File: src/rtl/core/lps_pkg.sv
// shared constants, types and sequencer states of the line position steering unit
`default_nettype none

package lps_pkg;

    // block configuration
    localparam int CHANNELS     = 5;
    localparam int SAMPLE_BITS  = 12;

    // fixed scaling and steering constants
    localparam int SCALE_FULL   = 1000;
    localparam int CENTER       = 2000;
    localparam int THRESH_RESET = 500;
    localparam int THRESH_BITS  = 11;
    localparam int POS_BITS     = 12;
    localparam int POS_MAX      = 4095;
    localparam int ERR_BITS     = 12;
    localparam int ERR_MAX      = 2047;
    localparam int ERR_MIN      = -2048;

    // derived widths
    localparam int CH_BITS      = (CHANNELS > 1) ? $clog2(CHANNELS) : 1;
    localparam int LV_BITS      = $clog2(SCALE_FULL + 1);
    localparam int NUM_BITS     = SAMPLE_BITS + LV_BITS;
    localparam int WEIGHT_MAX   = SCALE_FULL * (CHANNELS - 1);
    localparam int WEIGHT_BITS  = $clog2(WEIGHT_MAX + 1);
    localparam int SUM_BITS     = $clog2(SCALE_FULL * CHANNELS + 1);
    localparam int WSUM_BITS    =
        $clog2(SCALE_FULL * SCALE_FULL * CHANNELS * (CHANNELS - 1) / 2 + 1);

    // shared divider sizing
    localparam int DIV_N        = (NUM_BITS > WSUM_BITS) ? NUM_BITS : WSUM_BITS;
    localparam int DIV_D        = (SAMPLE_BITS > SUM_BITS) ? SAMPLE_BITS : SUM_BITS;
    localparam int CNT_BITS     = $clog2(DIV_N + 1);
    localparam int SCALE_QBITS  = LV_BITS;
    localparam int POS_QBITS    = WEIGHT_BITS;

    // stream widths
    localparam int IN_WIDTH     = ((CHANNELS * SAMPLE_BITS + 7) / 8) * 8;
    localparam int OUT_WIDTH    = 32;

    // divider request from the sequencer
    typedef struct packed {
        logic                start;
        logic [CNT_BITS-1:0] iters;
        logic [DIV_N-1:0]    dividend;
        logic [DIV_D-1:0]    divisor;
    } div_req_t;

    // divider status back to the sequencer
    typedef struct packed {
        logic             done;
        logic             busy;
        logic [DIV_N-1:0] quotient;
    } div_rsp_t;

    // sequencer states, one-hot
    typedef enum logic [7:0] {
        S_IDLE  = 8'b0000_0001,
        S_CAL   = 8'b0000_0010,
        S_MUL   = 8'b0000_0100,
        S_SDIV  = 8'b0000_1000,
        S_ACC   = 8'b0001_0000,
        S_CENT  = 8'b0010_0000,
        S_CDIV  = 8'b0100_0000,
        S_STEER = 8'b1000_0000
    } state_t;

endpackage

`default_nettype wire

File: src/rtl/core/lps_div.sv
// shared restoring divider, one quotient bit per cycle
`default_nettype none

module lps_div (
    input  wire logic              clk,
    input  wire logic              rst_n,
    input  wire lps_pkg::div_req_t req,
    output lps_pkg::div_rsp_t      rsp
);

    logic [lps_pkg::DIV_D-1:0]    rem_reg, rem_next;
    logic [lps_pkg::DIV_N-1:0]    quo_reg, quo_next;
    logic [lps_pkg::DIV_D-1:0]    divisor_reg;
    logic [lps_pkg::CNT_BITS-1:0] cnt_reg, cnt_next;
    logic                         busy_reg, busy_next;
    logic                         done_reg, done_next;
    logic [lps_pkg::DIV_D:0]      trial;
    logic                         ge;
    logic [lps_pkg::CNT_BITS-1:0] lshift;

    // trial subtract for the current step
    assign trial  = {rem_reg, quo_reg[lps_pkg::DIV_N-1]};
    assign ge     = (trial >= {1'b0, divisor_reg});
    assign lshift = lps_pkg::CNT_BITS'(lps_pkg::DIV_N) - req.iters;

    // next state of the iteration
    always_comb
    begin
        rem_next  = rem_reg;
        quo_next  = quo_reg;
        cnt_next  = cnt_reg;
        busy_next = busy_reg;
        done_next = 1'b0;
        if (req.start)
        begin
            // preload so that only the requested number of steps remain
            rem_next  = lps_pkg::DIV_D'(req.dividend >> req.iters);
            quo_next  = req.dividend << lshift;
            cnt_next  = req.iters;
            busy_next = 1'b1;
        end
        else if (busy_reg)
        begin
            rem_next = ge ? lps_pkg::DIV_D'(trial - {1'b0, divisor_reg})
                          : trial[lps_pkg::DIV_D-1:0];
            quo_next = {quo_reg[lps_pkg::DIV_N-2:0], ge};
            cnt_next = cnt_reg - 1'b1;
            if (cnt_reg == lps_pkg::CNT_BITS'(1))
            begin
                busy_next = 1'b0;
                done_next = 1'b1;
            end
        end
    end

    // control registers
    always_ff @(posedge clk or negedge rst_n)
    begin
        if (!rst_n)
        begin
            cnt_reg  <= '0;
            busy_reg <= 1'b0;
            done_reg <= 1'b0;
        end
        else
        begin
            cnt_reg  <= cnt_next;
            busy_reg <= busy_next;
            done_reg <= done_next;
        end
    end

    // datapath registers
    always_ff @(posedge clk)
    begin
        rem_reg <= rem_next;
        quo_reg <= quo_next;
        if (req.start)
        begin
            divisor_reg <= req.divisor;
        end
    end

    assign rsp.done     = done_reg;
    assign rsp.busy     = busy_reg;
    assign rsp.quotient = quo_reg;

endmodule

`default_nettype wire

File: src/rtl/core/line_position_steering_unit.sv
// top level of the line position steering unit: calibration, centroid and steering sequencer
//
// usage
//   s_tvalid/s_tready/s_tdata: one request carries one raw sample per light sensor
//   channel. m_tvalid/m_tready/m_tdata/m_tuser: one result per request with the line
//   position, the error from center and the two motor enables; m_tuser flags no line.
//   cfg_valid/cfg_ready/cfg_data writes the steering threshold; cfg_ready is always high.
// timing
//   a request runs per channel through the min/max update, the scaling setup, the shared
//   divider (10 quotient bits) and accumulation; then through the centroid setup, the
//   centroid division and the steering step. a flat channel skips its division and no
//   line skips the centroid division. s_tready is high only while the sequencer is
//   idle, so a new request is taken only once the last one has left the steering step.
// reset
//   rst_n clears the calibration to max 0 and min full scale, the threshold to 500
//   and drops m_tvalid.
// stall
//   a finished result waits in the output register; the next request is accepted and
//   processed meanwhile, and its steering cycle holds until the register frees up.
`default_nettype none

module line_position_steering_unit (
    input  wire logic                           clk,
    input  wire logic                           rst_n,
    // sample_0 .. sample_N from bit 0 up, zero padded
    input  wire logic [lps_pkg::IN_WIDTH-1:0]    s_tdata,
    input  wire logic                           s_tvalid,
    output logic                                s_tready,
    // line_position[11:0], position_error[23:12], left_on[24], right_on[25], zero pad
    output logic [lps_pkg::OUT_WIDTH-1:0]        m_tdata,
    // no_line
    output logic                                m_tuser,
    output logic                                m_tvalid,
    input  wire logic                           m_tready,
    // steer_threshold
    input  wire logic [lps_pkg::THRESH_BITS-1:0] cfg_data,
    input  wire logic                           cfg_valid,
    output logic                                cfg_ready
);

    lps_pkg::state_t                      state_reg, state_next;
    logic [lps_pkg::CH_BITS-1:0]          ch_reg;
    logic [lps_pkg::SAMPLE_BITS-1:0]      samp_reg [lps_pkg::CHANNELS];
    logic [lps_pkg::SAMPLE_BITS-1:0]      max_reg  [lps_pkg::CHANNELS];
    logic [lps_pkg::SAMPLE_BITS-1:0]      min_reg  [lps_pkg::CHANNELS];
    logic [lps_pkg::THRESH_BITS-1:0]      thr_reg;
    logic [lps_pkg::LV_BITS-1:0]          lv_reg;
    logic [lps_pkg::SUM_BITS-1:0]         sum_reg;
    logic [lps_pkg::WSUM_BITS-1:0]        wsum_reg;
    logic [lps_pkg::WEIGHT_BITS-1:0]      weight_reg;
    logic [lps_pkg::POS_BITS-1:0]         pos_reg;
    logic                                 none_reg;
    logic [lps_pkg::POS_BITS-1:0]         pos_out_reg;
    logic [lps_pkg::ERR_BITS-1:0]         err_out_reg;
    logic                                 left_out_reg;
    logic                                 right_out_reg;
    logic                                 none_out_reg;
    logic                                 m_tvalid_reg;

    logic                                 in_acc;
    logic                                 out_acc;
    logic                                 out_free;
    logic [lps_pkg::SAMPLE_BITS-1:0]      cur_samp;
    logic [lps_pkg::SAMPLE_BITS-1:0]      cur_max;
    logic [lps_pkg::SAMPLE_BITS-1:0]      cur_min;
    logic [lps_pkg::SAMPLE_BITS-1:0]      span;
    logic [lps_pkg::NUM_BITS-1:0]         scaled_num;
    logic [lps_pkg::WSUM_BITS-1:0]        wterm;
    logic                                 last_ch;
    logic [lps_pkg::DIV_N-1:0]            pos_clamp;
    logic signed [lps_pkg::ERR_BITS:0]    err_wide;
    logic signed [lps_pkg::ERR_BITS:0]    err_sat;
    logic signed [lps_pkg::ERR_BITS:0]    thr_s;
    logic [lps_pkg::THRESH_BITS-1:0]      thr_eff;
    lps_pkg::div_req_t                    div_req;
    lps_pkg::div_rsp_t                    div_rsp;

    assign in_acc    = s_tvalid && s_tready;
    assign out_acc   = m_tvalid_reg && m_tready;
    assign out_free  = !m_tvalid_reg || m_tready;
    assign s_tready  = (state_reg == lps_pkg::S_IDLE);
    assign cfg_ready = 1'b1;

    // current channel operands
    assign cur_samp   = samp_reg[ch_reg];
    assign cur_max    = max_reg[ch_reg];
    assign cur_min    = min_reg[ch_reg];
    assign span       = cur_max - cur_min;
    assign scaled_num = lps_pkg::NUM_BITS'(cur_samp - cur_min)
                      * lps_pkg::NUM_BITS'(lps_pkg::SCALE_FULL);
    assign wterm      = lps_pkg::WSUM_BITS'(lv_reg) * lps_pkg::WSUM_BITS'(weight_reg);
    assign last_ch    = (ch_reg == lps_pkg::CH_BITS'(lps_pkg::CHANNELS - 1));

    // centroid saturation
    assign pos_clamp  = (div_rsp.quotient > lps_pkg::DIV_N'(lps_pkg::POS_MAX))
                      ? lps_pkg::DIV_N'(lps_pkg::POS_MAX) : div_rsp.quotient;

    // error from center and threshold compare
    assign err_wide = $signed({1'b0, pos_reg}) - (lps_pkg::ERR_BITS + 1)'(lps_pkg::CENTER);
    always_comb
    begin
        err_sat = err_wide;
        if (err_wide > (lps_pkg::ERR_BITS + 1)'(lps_pkg::ERR_MAX))
        begin
            err_sat = (lps_pkg::ERR_BITS + 1)'(lps_pkg::ERR_MAX);
        end
        else if (err_wide < (lps_pkg::ERR_BITS + 1)'(lps_pkg::ERR_MIN))
        begin
            err_sat = (lps_pkg::ERR_BITS + 1)'(lps_pkg::ERR_MIN);
        end
    end
    assign thr_eff = (thr_reg == '0) ? lps_pkg::THRESH_BITS'(1) : thr_reg;
    assign thr_s   = $signed((lps_pkg::ERR_BITS + 1)'(thr_eff));

    // divider requests: channel scaling or centroid
    always_comb
    begin
        div_req.start    = 1'b0;
        div_req.iters    = lps_pkg::CNT_BITS'(lps_pkg::SCALE_QBITS);
        div_req.dividend = lps_pkg::DIV_N'(scaled_num);
        div_req.divisor  = lps_pkg::DIV_D'(span);
        if (state_reg == lps_pkg::S_CENT)
        begin
            div_req.iters    = lps_pkg::CNT_BITS'(lps_pkg::POS_QBITS);
            div_req.dividend = lps_pkg::DIV_N'(wsum_reg);
            div_req.divisor  = lps_pkg::DIV_D'(sum_reg);
            div_req.start    = (sum_reg != '0);
        end
        else if (state_reg == lps_pkg::S_MUL)
        begin
            div_req.start = (span != '0);
        end
    end

    lps_div u_div (
        .clk   (clk),
        .rst_n (rst_n),
        .req   (div_req),
        .rsp   (div_rsp)
    );

    // sequencer
    always_comb
    begin
        state_next = state_reg;
        case (state_reg)
            lps_pkg::S_IDLE:
            begin
                if (in_acc)
                begin
                    state_next = lps_pkg::S_CAL;
                end
            end
            lps_pkg::S_CAL:
            begin
                state_next = lps_pkg::S_MUL;
            end
            lps_pkg::S_MUL:
            begin
                state_next = (span != '0) ? lps_pkg::S_SDIV : lps_pkg::S_ACC;
            end
            lps_pkg::S_SDIV:
            begin
                if (div_rsp.done)
                begin
                    state_next = lps_pkg::S_ACC;
                end
            end
            lps_pkg::S_ACC:
            begin
                state_next = last_ch ? lps_pkg::S_CENT : lps_pkg::S_CAL;
            end
            lps_pkg::S_CENT:
            begin
                state_next = (sum_reg != '0) ? lps_pkg::S_CDIV : lps_pkg::S_STEER;
            end
            lps_pkg::S_CDIV:
            begin
                if (div_rsp.done)
                begin
                    state_next = lps_pkg::S_STEER;
                end
            end
            lps_pkg::S_STEER:
            begin
                if (out_free)
                begin
                    state_next = lps_pkg::S_IDLE;
                end
            end
            default:
            begin
                state_next = lps_pkg::S_IDLE;
            end
        endcase
    end

    // control state, calibration and threshold
    always_ff @(posedge clk or negedge rst_n)
    begin
        if (!rst_n)
        begin
            state_reg    <= lps_pkg::S_IDLE;
            ch_reg       <= '0;
            thr_reg      <= lps_pkg::THRESH_BITS'(lps_pkg::THRESH_RESET);
            m_tvalid_reg <= 1'b0;
            for (int i = 0; i < lps_pkg::CHANNELS; i++)
            begin
                max_reg[i] <= '0;
                min_reg[i] <= '1;
            end
        end
        else
        begin
            state_reg <= state_next;
            if (cfg_valid && cfg_ready)
            begin
                thr_reg <= cfg_data;
            end
            // channel walk
            if (in_acc)
            begin
                ch_reg <= '0;
            end
            else if (state_reg == lps_pkg::S_ACC && !last_ch)
            begin
                ch_reg <= ch_reg + 1'b1;
            end
            // running min and max
            if (state_reg == lps_pkg::S_CAL)
            begin
                if (cur_samp >= cur_max)
                begin
                    max_reg[ch_reg] <= cur_samp;
                end
                if (cur_samp <= cur_min)
                begin
                    min_reg[ch_reg] <= cur_samp;
                end
            end
            // output register handshake
            if (state_reg == lps_pkg::S_STEER && out_free)
            begin
                m_tvalid_reg <= 1'b1;
            end
            else if (out_acc)
            begin
                m_tvalid_reg <= 1'b0;
            end
        end
    end

    // datapath registers
    always_ff @(posedge clk)
    begin
        // capture samples
        if (in_acc)
        begin
            for (int i = 0; i < lps_pkg::CHANNELS; i++)
            begin
                samp_reg[i] <= s_tdata[i*lps_pkg::SAMPLE_BITS +: lps_pkg::SAMPLE_BITS];
            end
            sum_reg    <= '0;
            wsum_reg   <= '0;
            weight_reg <= '0;
        end
        // scaled reading
        if (state_reg == lps_pkg::S_MUL && span == '0)
        begin
            lv_reg <= '0;
        end
        else if (state_reg == lps_pkg::S_SDIV && div_rsp.done)
        begin
            lv_reg <= div_rsp.quotient[lps_pkg::LV_BITS-1:0];
        end
        // accumulate sum and weighted sum
        if (state_reg == lps_pkg::S_ACC)
        begin
            sum_reg    <= sum_reg + lps_pkg::SUM_BITS'(lv_reg);
            wsum_reg   <= wsum_reg + wterm;
            weight_reg <= weight_reg + lps_pkg::WEIGHT_BITS'(lps_pkg::SCALE_FULL);
        end
        // centroid
        if (state_reg == lps_pkg::S_CENT && sum_reg == '0)
        begin
            pos_reg  <= '0;
            none_reg <= 1'b1;
        end
        else if (state_reg == lps_pkg::S_CDIV && div_rsp.done)
        begin
            pos_reg  <= pos_clamp[lps_pkg::POS_BITS-1:0];
            none_reg <= 1'b0;
        end
        // steering into the output register
        if (state_reg == lps_pkg::S_STEER && out_free)
        begin
            pos_out_reg   <= pos_reg;
            err_out_reg   <= err_sat[lps_pkg::ERR_BITS-1:0];
            left_out_reg  <= !(err_sat <= -thr_s);
            right_out_reg <= !(err_sat >= thr_s);
            none_out_reg  <= none_reg;
        end
    end

    assign m_tvalid = m_tvalid_reg;
    assign m_tuser  = none_out_reg;
    assign m_tdata  = {{(lps_pkg::OUT_WIDTH - lps_pkg::POS_BITS - lps_pkg::ERR_BITS - 2){1'b0}},
                       right_out_reg, left_out_reg, err_out_reg, pos_out_reg};

`ifndef SYNTH
    // a request keeps the block busy for at least the next cycle
    a_busy_after_req: assert property (@(posedge clk) disable iff (!rst_n)
        in_acc |=> !s_tready)
        else $error("input accepted again right after a request");

    // divider finishes only while the sequencer waits on it
    a_div_done_state: assert property (@(posedge clk) disable iff (!rst_n)
        div_rsp.done |-> (state_reg == lps_pkg::S_SDIV || state_reg == lps_pkg::S_CDIV))
        else $error("divider result with no waiting state");

    // a division starts only on an idle divider
    a_div_start_idle: assert property (@(posedge clk) disable iff (!rst_n)
        div_req.start |-> !div_rsp.busy)
        else $error("division started while the divider is busy");

    // a new result appears only out of the steering cycle
    a_result_source: assert property (@(posedge clk) disable iff (!rst_n)
        $rose(m_tvalid_reg) |-> $past(state_reg == lps_pkg::S_STEER))
        else $error("result loaded outside the steering cycle");
`endif

endmodule

`default_nettype wire

File: config.mk
export PLATFORM = sky130hd
export DESIGN_NAME = line_position_steering_unit
export DESIGN_NICKNAME = d
export VERILOG_FILES = /design/src/rtl/core/lps_pkg.sv /design/src/rtl/core/lps_div.sv /design/src/rtl/core/line_position_steering_unit.sv
export SDC_FILE = /design/constraint.sdc
export NUM_CORES = 1
export LEC_CHECK = 0
export ABC_AREA = 1
export BUFFER_PORTS_ARGS = -buffer_cell sky130_fd_sc_hd__buf_4
export CAP_MARGIN = 10
export CELL_PAD_IN_SITES_DETAIL_PLACEMENT = 0
export CELL_PAD_IN_SITES_GLOBAL_PLACEMENT = 1
export CORE_MARGIN = 3
export CORE_UTILIZATION = 52
export DETAILED_ROUTE_END_ITERATION = 8
export MAX_ROUTING_LAYER = met4
export PLACE_DENSITY = 0.84
export SLEW_MARGIN = 20
export SYNTH_ARGS = -nofsm -noshare
export SYNTH_HDL_FRONTEND = slang
export SYNTH_SLANG_ARGS = --single-unit
File: constraint.sdc
create_clock -name clk -period 16.6 [get_ports clk]
set_clock_uncertainty 0.05 [all_clocks]
set_input_delay 0.83 -clock clk [delete_from_list [all_inputs] [get_ports clk]]
set_output_delay 0.83 -clock clk [all_outputs]
set_load 0.005 [all_outputs]
; After elaboration in Yosys (flattened, before gate mapping)
; Memories as Yosys holds them, arrays and structs flattened.
; Index checks and enable logic that the tools add are counted.
[word_totals]
ram_bits = 60
reg_bits = 299
n_memories = 1
[memory_table]
columns = memory, words, width, read_ports, rd_ports_with_merged_regs, write_ports, line
row1 = samp_reg, 5, 12, 1, 0, 5, line_position_steering_unit.sv:43  ; logic [lps_pkg::SAMPLE_BITS-1:0] samp_reg [lps_pkg::CHANNELS];
[op_classes]
multipliers = 2
magnitude_cmp = 10
mux = 50
n_reduce_logical = 26
n_shift = 2
bitwise_logic = 1
n_addsub = 11
eq_ne = 14
[ops]
columns = operator, count
row1 = 60-bit bitwise mux, 2
row2 = 12-bit 2-to-1 mux, 8
row3 = 24-bit 2-to-1 mux, 4
row4 = 13-bit 2-to-1 mux, 7
row5 = 12-bit binary-select mux with 3-bit select, 2
row6 = 8-bit one-hot mux with 8 select lines, 1
row7 = 40-bit 2-to-1 mux, 1
row8 = 8-bit 2-to-1 mux, 5
row9 = 12-bit demux with 3-bit select, 1
row10 = 24-bit by 22-bit adder with 24-bit output, 1
row11 = 24-bit by 12-bit greater-than comparator with 1-bit output (second input constant), 1
row12 = 24-bit by 5-bit << shifter with 24-bit output, 1
row13 = 24-bit by 4-bit >> shifter with 13-bit output, 1
row14 = 10-bit by 12-bit multiplier with 22-bit output, 1
row15 = 22-bit by 7-bit multiplier with 19-bit output (second input constant), 1
row16 = 5-bit 2-to-1 mux, 3
row17 = 14-bit by 13-bit >= comparator with 1-bit output, 1
row18 = 13-bit by 10-bit adder with 13-bit output, 1
row19 = 13-bit by 12-bit >= comparator with 1-bit output, 1
row20 = 13-bit by 12-bit greater-than comparator with 1-bit output (second input constant), 1
row21 = 13-bit <= comparator, 1
row22 = 13-bit logical NOT, 1
row23 = 13-bit by 12-bit less-than comparator with 1-bit output (second input constant), 1
row24 = 11-bit negator with 13-bit output, 1
row25 = 39 further kinds, 68

; Longest topological paths before layout
[logic_depth]
ltp_word = 10
depth_mapped = 41
ltp_nobuf = 37

; Cells and area by module
; Synthesis repeated with hierarchy kept, for this count alone.
[hier_totals]
cells_unflattened = 3206
area_unflattened_um2 = 26275.2
[by_module_without_submodules]
columns = module, cells_per_inst, instances, area_per_inst_um2, seq_area_each_um2
row1 = line_position_steering_unit, 2413, 1, 21061.4, 8026.4
row2 = lps_div, 793, 1, 5213.8, 1676.6

; Worst setup path before layout
; Ideal clock, no wire load.
[synth_path]
path_kind = reg2reg
startpoint = register ch_reg[0] in the netlist's numbering
endpoint = register u_div.rem_reg[7] in the netlist's numbering, data pin
t_arrival_ps = 6294
setup_ps = 256
period_less_slack_ps = 6601
path_stages_with_launch = 33
slack_ps = 9999
required_ps = 16294
path_cell_list = dfrtp_1 inv_2 nand3_2 inv_1 buf_2 buf_1 clkbuf_1 a22oi_1 nand4_1 ha_1 inv_1 fa_1 a21oi_1 xor2_1 inv_1 nand2_1 nand2_1 inv_1 ha_1 inv_1 fa_1 fa_1 inv_1 fa_1 ha_1 a21oi_1 nor2_1 nor2_1 a21boi_0 xor2_1 nand2_1 o21ai_0 o21ai_2
[synth_between]
elab_chain_cells = 9
elab_cells_between_ends = 17
cone_classes = 2 x add/sub / 1 x mul / 1 x shift / 10 x mux / 1 x bitwise / 1 x reduce/logical / 1 x memory
[synth_rtl]
columns = item, line
row1 = start: declaration, line_position_steering_unit.sv:42  ; logic [lps_pkg::CH_BITS-1:0] ch_reg;
row2 = start signal: assignment, line_position_steering_unit.sv:227  ; ch_reg <= ch_reg + 1'b1;
row3 = 3-bit NOT with 4-bit output (implied by the code), "line_position_steering_unit.sv:86, line_position_steering_unit.sv:87"
row4 = "12-bit binary-select mux with 3-bit select, on equally long branches", "line_position_steering_unit.sv:87, line_position_steering_unit.sv:86"
row5 = "12-bit 2-to-1 mux, on equally long branches (2 in a row)", "line_position_steering_unit.sv:87, line_position_steering_unit.sv:86"
row6 = 12-bit by 12-bit subtractor with 13-bit output or 12-bit subtractor (tied branches), "line_position_steering_unit.sv:89, line_position_steering_unit.sv:88"
row7 = 22-bit by 7-bit multiplier with 19-bit output or 12-bit nonzero test (tied branches), "line_position_steering_unit.sv:90, line_position_steering_unit.sv:131"
row8 = 40-bit 2-to-1 mux or 1-bit 2-to-1 mux (tied branches), "line_position_steering_unit.sv:122, line_position_steering_unit.sv:129"
row9 = 24-bit by 4-bit >> shifter with 13-bit output or 1-bit 2-to-1 mux (tied branches), "lps_div.sv:37, line_position_steering_unit.sv:122"
row10 = 13-bit 2-to-1 mux (*), lps_div.sv:34  ; if (req.start)
row11 = net u_div.rem_next (one bit), lps_div.sv:11  ; logic [lps_pkg::DIV_D-1:0] rem_reg, rem_next;
row12 = end signal: assignment, lps_div.sv:76  ; rem_reg <= rem_next;
row13 = end: declaration, lps_div.sv:11
; Mark *: on every way through the listed nets, which the timed path passes. The rest lies on a longest branch. The select of a mux whose other input is x is not followed.
; A chain may end at the register's enable or synchronous reset.

; Worst setup path after layout
; Same ends and word-level chain as after synthesis.

==> metrics.md <==
| Metric | Value |
|---|---|
| Final HPWL DP | 43800 um |
| Crit path max fanout | 32 |
| Post-CTS Hold Fix Bufs | 0 |
| # IOs | around 120 |
| Register area share after synthesis | 0.396 |
| Latest clock arrival within the worst-skew pair | 0.58 ns |
| FMAX | 124 MHz |
| Rows | 78 |
| GRT Util Overall | 0.255 |
| Met1 usage | 0.356 |
| Core ar. | 0.0460 mm^2 |
| Number of max-cap violations | 0 |
| Slew Viols, Final | 0 |
| Post-synthesis cell type count | 56 |
| Clk sinks | 353 |
| Max_slew headroom | 0.283 |
| Util after Layout | 0.590 |
| Routed Antenna Nets | 0 |
| Synth Area per Inst | approximately 8.4 um^2 |
| Yosys Warn Count | 0 |
| # Post-CTS Setup Buffers | 0 |
| Initial Util | 0.533 |
| Slowest Stage Delay on Critical Path | between 0.6 and 0.7 ns |
| Min Tclk post-route | 8.08 ns |
| Final setup vio count | 0 |
| Fill cells | 4106 |
| Global route hottest layer | met2 |
| Synth Register Bits | 353 |
| Status | finished clean |
| Chip height | 223 um |
| Final Wtd Congestion | around 0.87 |
| First-pass GRT wire length | 100000 um |
| Met2 Usage GRT | 0.398 |
| CP Data Arrival Time | ~8.3 ns |
| Remaining DRCs | 0 |
| Antenna cells | 0 |
| Cell count after synthesis | 2905 |
| Mapped Area | 0.0245 mm^2 |
| CP Capture Type | register |
| Worst-path clk slew | roughly 0.06 ns |
| Critical path required time | 16.86 ns |
| Layout area overhead | 10.6% |
| Post-synth top flop | edfxtp_1 |
| Largest net degree at the start of global routing | just over 90 |
| PortBufs | 104 |
| Tcrit/Tclk final | 0.487 |
| Number of DRC markers in iteration 0 | ~1500 |
| First drt pass iteration count | 7 |
| GRT overflow | 0 |
| Vias | roughly 20000 |
| Commonest cells after routing, fill and taps aside | nand2_1 (811), inv_1 (429), ha_1 (181) |
| Post-CTS sizing | 0 |
| CTS tree | done |
| Final hold slack | 0.338 ns |
| Drt wl/cell | 17.1 um |
| Type of the most critical hold path | in -> async |
| Die ar. | 0.0498 mm^2 |
| Die Width | approximately 220 um |
| Crit path max-delay cell type | nand4_1 |
| Setup CP Type | reg -> reg |
| Layout cell share with drive strength beyond 1 | 0.102 |
| Worst Max-Slew Pin Slew | ~1.1 ns |
| Num CTS Buffers | 41 |
| Final Hold Fails | 0 |
| H-Tree Depth | 2 |
| Number of global-route vias before repair | 19255 |
| Synth async-reset ratio | 0.425 |
| Routed wire length | 61300 um |
| Post-synth EDFFs | 180 |
| Routing usage on met3 | 0.0333 |
| Final nets | approximately 3300 |
| Startpoint types | register |
| Longest Clk Path Bufs | 3 |
| Vias/cell | 5.47 |
| Most common cell after layout, fill and taps aside | nand2_1 |
| Unrepaired setup endpoints after global routing | false |
| Initial antenna violation count | 0 |
| Cell mode on critical path | nand2_1 |
| Setup TNS | 0 ns |
| Root buffer cell | clkbuf_16 |
[layer usage]
| metal | vias to the layer above | wire length [um] |
|---|---|---|
| li1 | 9610 | - |
| met1 | 9430 | 28800 |
| met2 | 471 | 27900 |
| met3 | 84 | 3220 |
| met4 | 0 | 1370 |
| met5 | - | 0 |
[through the flow]
step                      instances  setup WS (ns)  area (um^2)
final                          3584           8.52        27100
after CTS                      3584           8.50        27100
after detailed placement       3508           8.53        25700
after global routing           3584           7.76        27100
after global placement         3508           8.65        25700
after floorplan                2911           10.0        24500
[cells by family (layout without fill, tap and decap cells)]
kind of cell,Yosys count,in the layout,synth area share
muxes,2,2,0.000817
AOI/OAI and AO/OA,363,363,0.0858
and+or+nand+nor,1272,1272,0.222
DFF,353,353,0.396
xor gates and xnor gates,50,50,0.0182
adders and majority gates,295,295,0.185
other,2,8,0.000306
buffers and inverters,568,641,0.0916
[worst max-delay path: cells and delay by family (launching register included)]
| family | cells | cell delay (ns) |
|---|---|---|
| simple gates | 10 | 1.65 |
| compound gates | 6 | 1.10 |
| buf+inv | 8 | 1.15 |
| xor+xnor | 2 | 0.64 |
| flops | 1 | 0.55 |
| fa+ha+maj | 6 | 2.65 |
[final timing paths]
kind / endpoint / slack, ns / depth (start not counted) / startpoint
setup / recovery: u_div.rem_reg[7] / 8.52 / 32 / ch_reg[0]
hold / removal: u_div.cnt_reg[0] / 0.34 / 1 / rst_n
setup reg to reg: u_div.rem_reg[7] / 8.52 / 32 / ch_reg[0]
hold reg to reg: m_tuser / 0.39 / 0 / none_reg
max in group asynchronous: max_reg[19] / 14.82 / 2 / rst_n
min in group clk: samp_reg[1][9] / 0.38 / 1 / s_tdata[21]
[final cells by class]
class / count / area, um^2 / area share
clock buffer: 54 / 1130 / 0.0417
clock inverter: 22 / 263 / 0.00969
inverter: 437 / 1640 / 0.0606
multi-input combinational: 1990 / 12700 / 0.467
sequential: 353 / 9700 / 0.358
tap: 600 / 751 / 0.0277
timing repair buffer: 128 / 965 / 0.0356
[synthesized netlist by cell type (7+ instances only)]
| cell type | count | area share |
|---|---|---|
| a31oi_1 | 11 | 0.0028 |
| o211ai_1 | 9 | 0.0028 |
| dfrtp_1 | 83 | 0.085 |
| nand2_1 | 813 | 0.12 |
| a21oi_1 | 127 | 0.026 |
| dfstp_2 | 67 | 0.072 |
| nor2_1 | 139 | 0.021 |
| or2_2 | 13 | 0.0033 |
| xor2_1 | 34 | 0.012 |
| buf_2 | 22 | 0.0045 |
| o21a_1 | 14 | 0.0043 |
| nand3_1 | 117 | 0.024 |
| clkbuf_1 | 66 | 0.010 |
| fa_1 | 114 | 0.093 |
| nand4_1 | 137 | 0.035 |
| a21boi_0 | 7 | 0.0021 |
| edfxtp_1 | 180 | 0.22 |
| a22oi_1 | 8 | 0.0024 |
| o21ai_0 | 132 | 0.027 |
| ha_1 | 181 | 0.092 |
| xnor2_1 | 15 | 0.0054 |
| buf_4 | 16 | 0.0049 |
| nor4_1 | 14 | 0.0036 |
| buf_1 | 24 | 0.0037 |
| a21o_1 | 8 | 0.0024 |
| nor3_1 | 22 | 0.0045 |
| inv_1 | 432 | 0.066 |
| a221oi_1 | 23 | 0.0082 |
| dfxtp_1 | 23 | 0.019 |
Power is not shown: default switching activity piles up to over one toggle a cycle in this logic, so the estimate is an artifact.
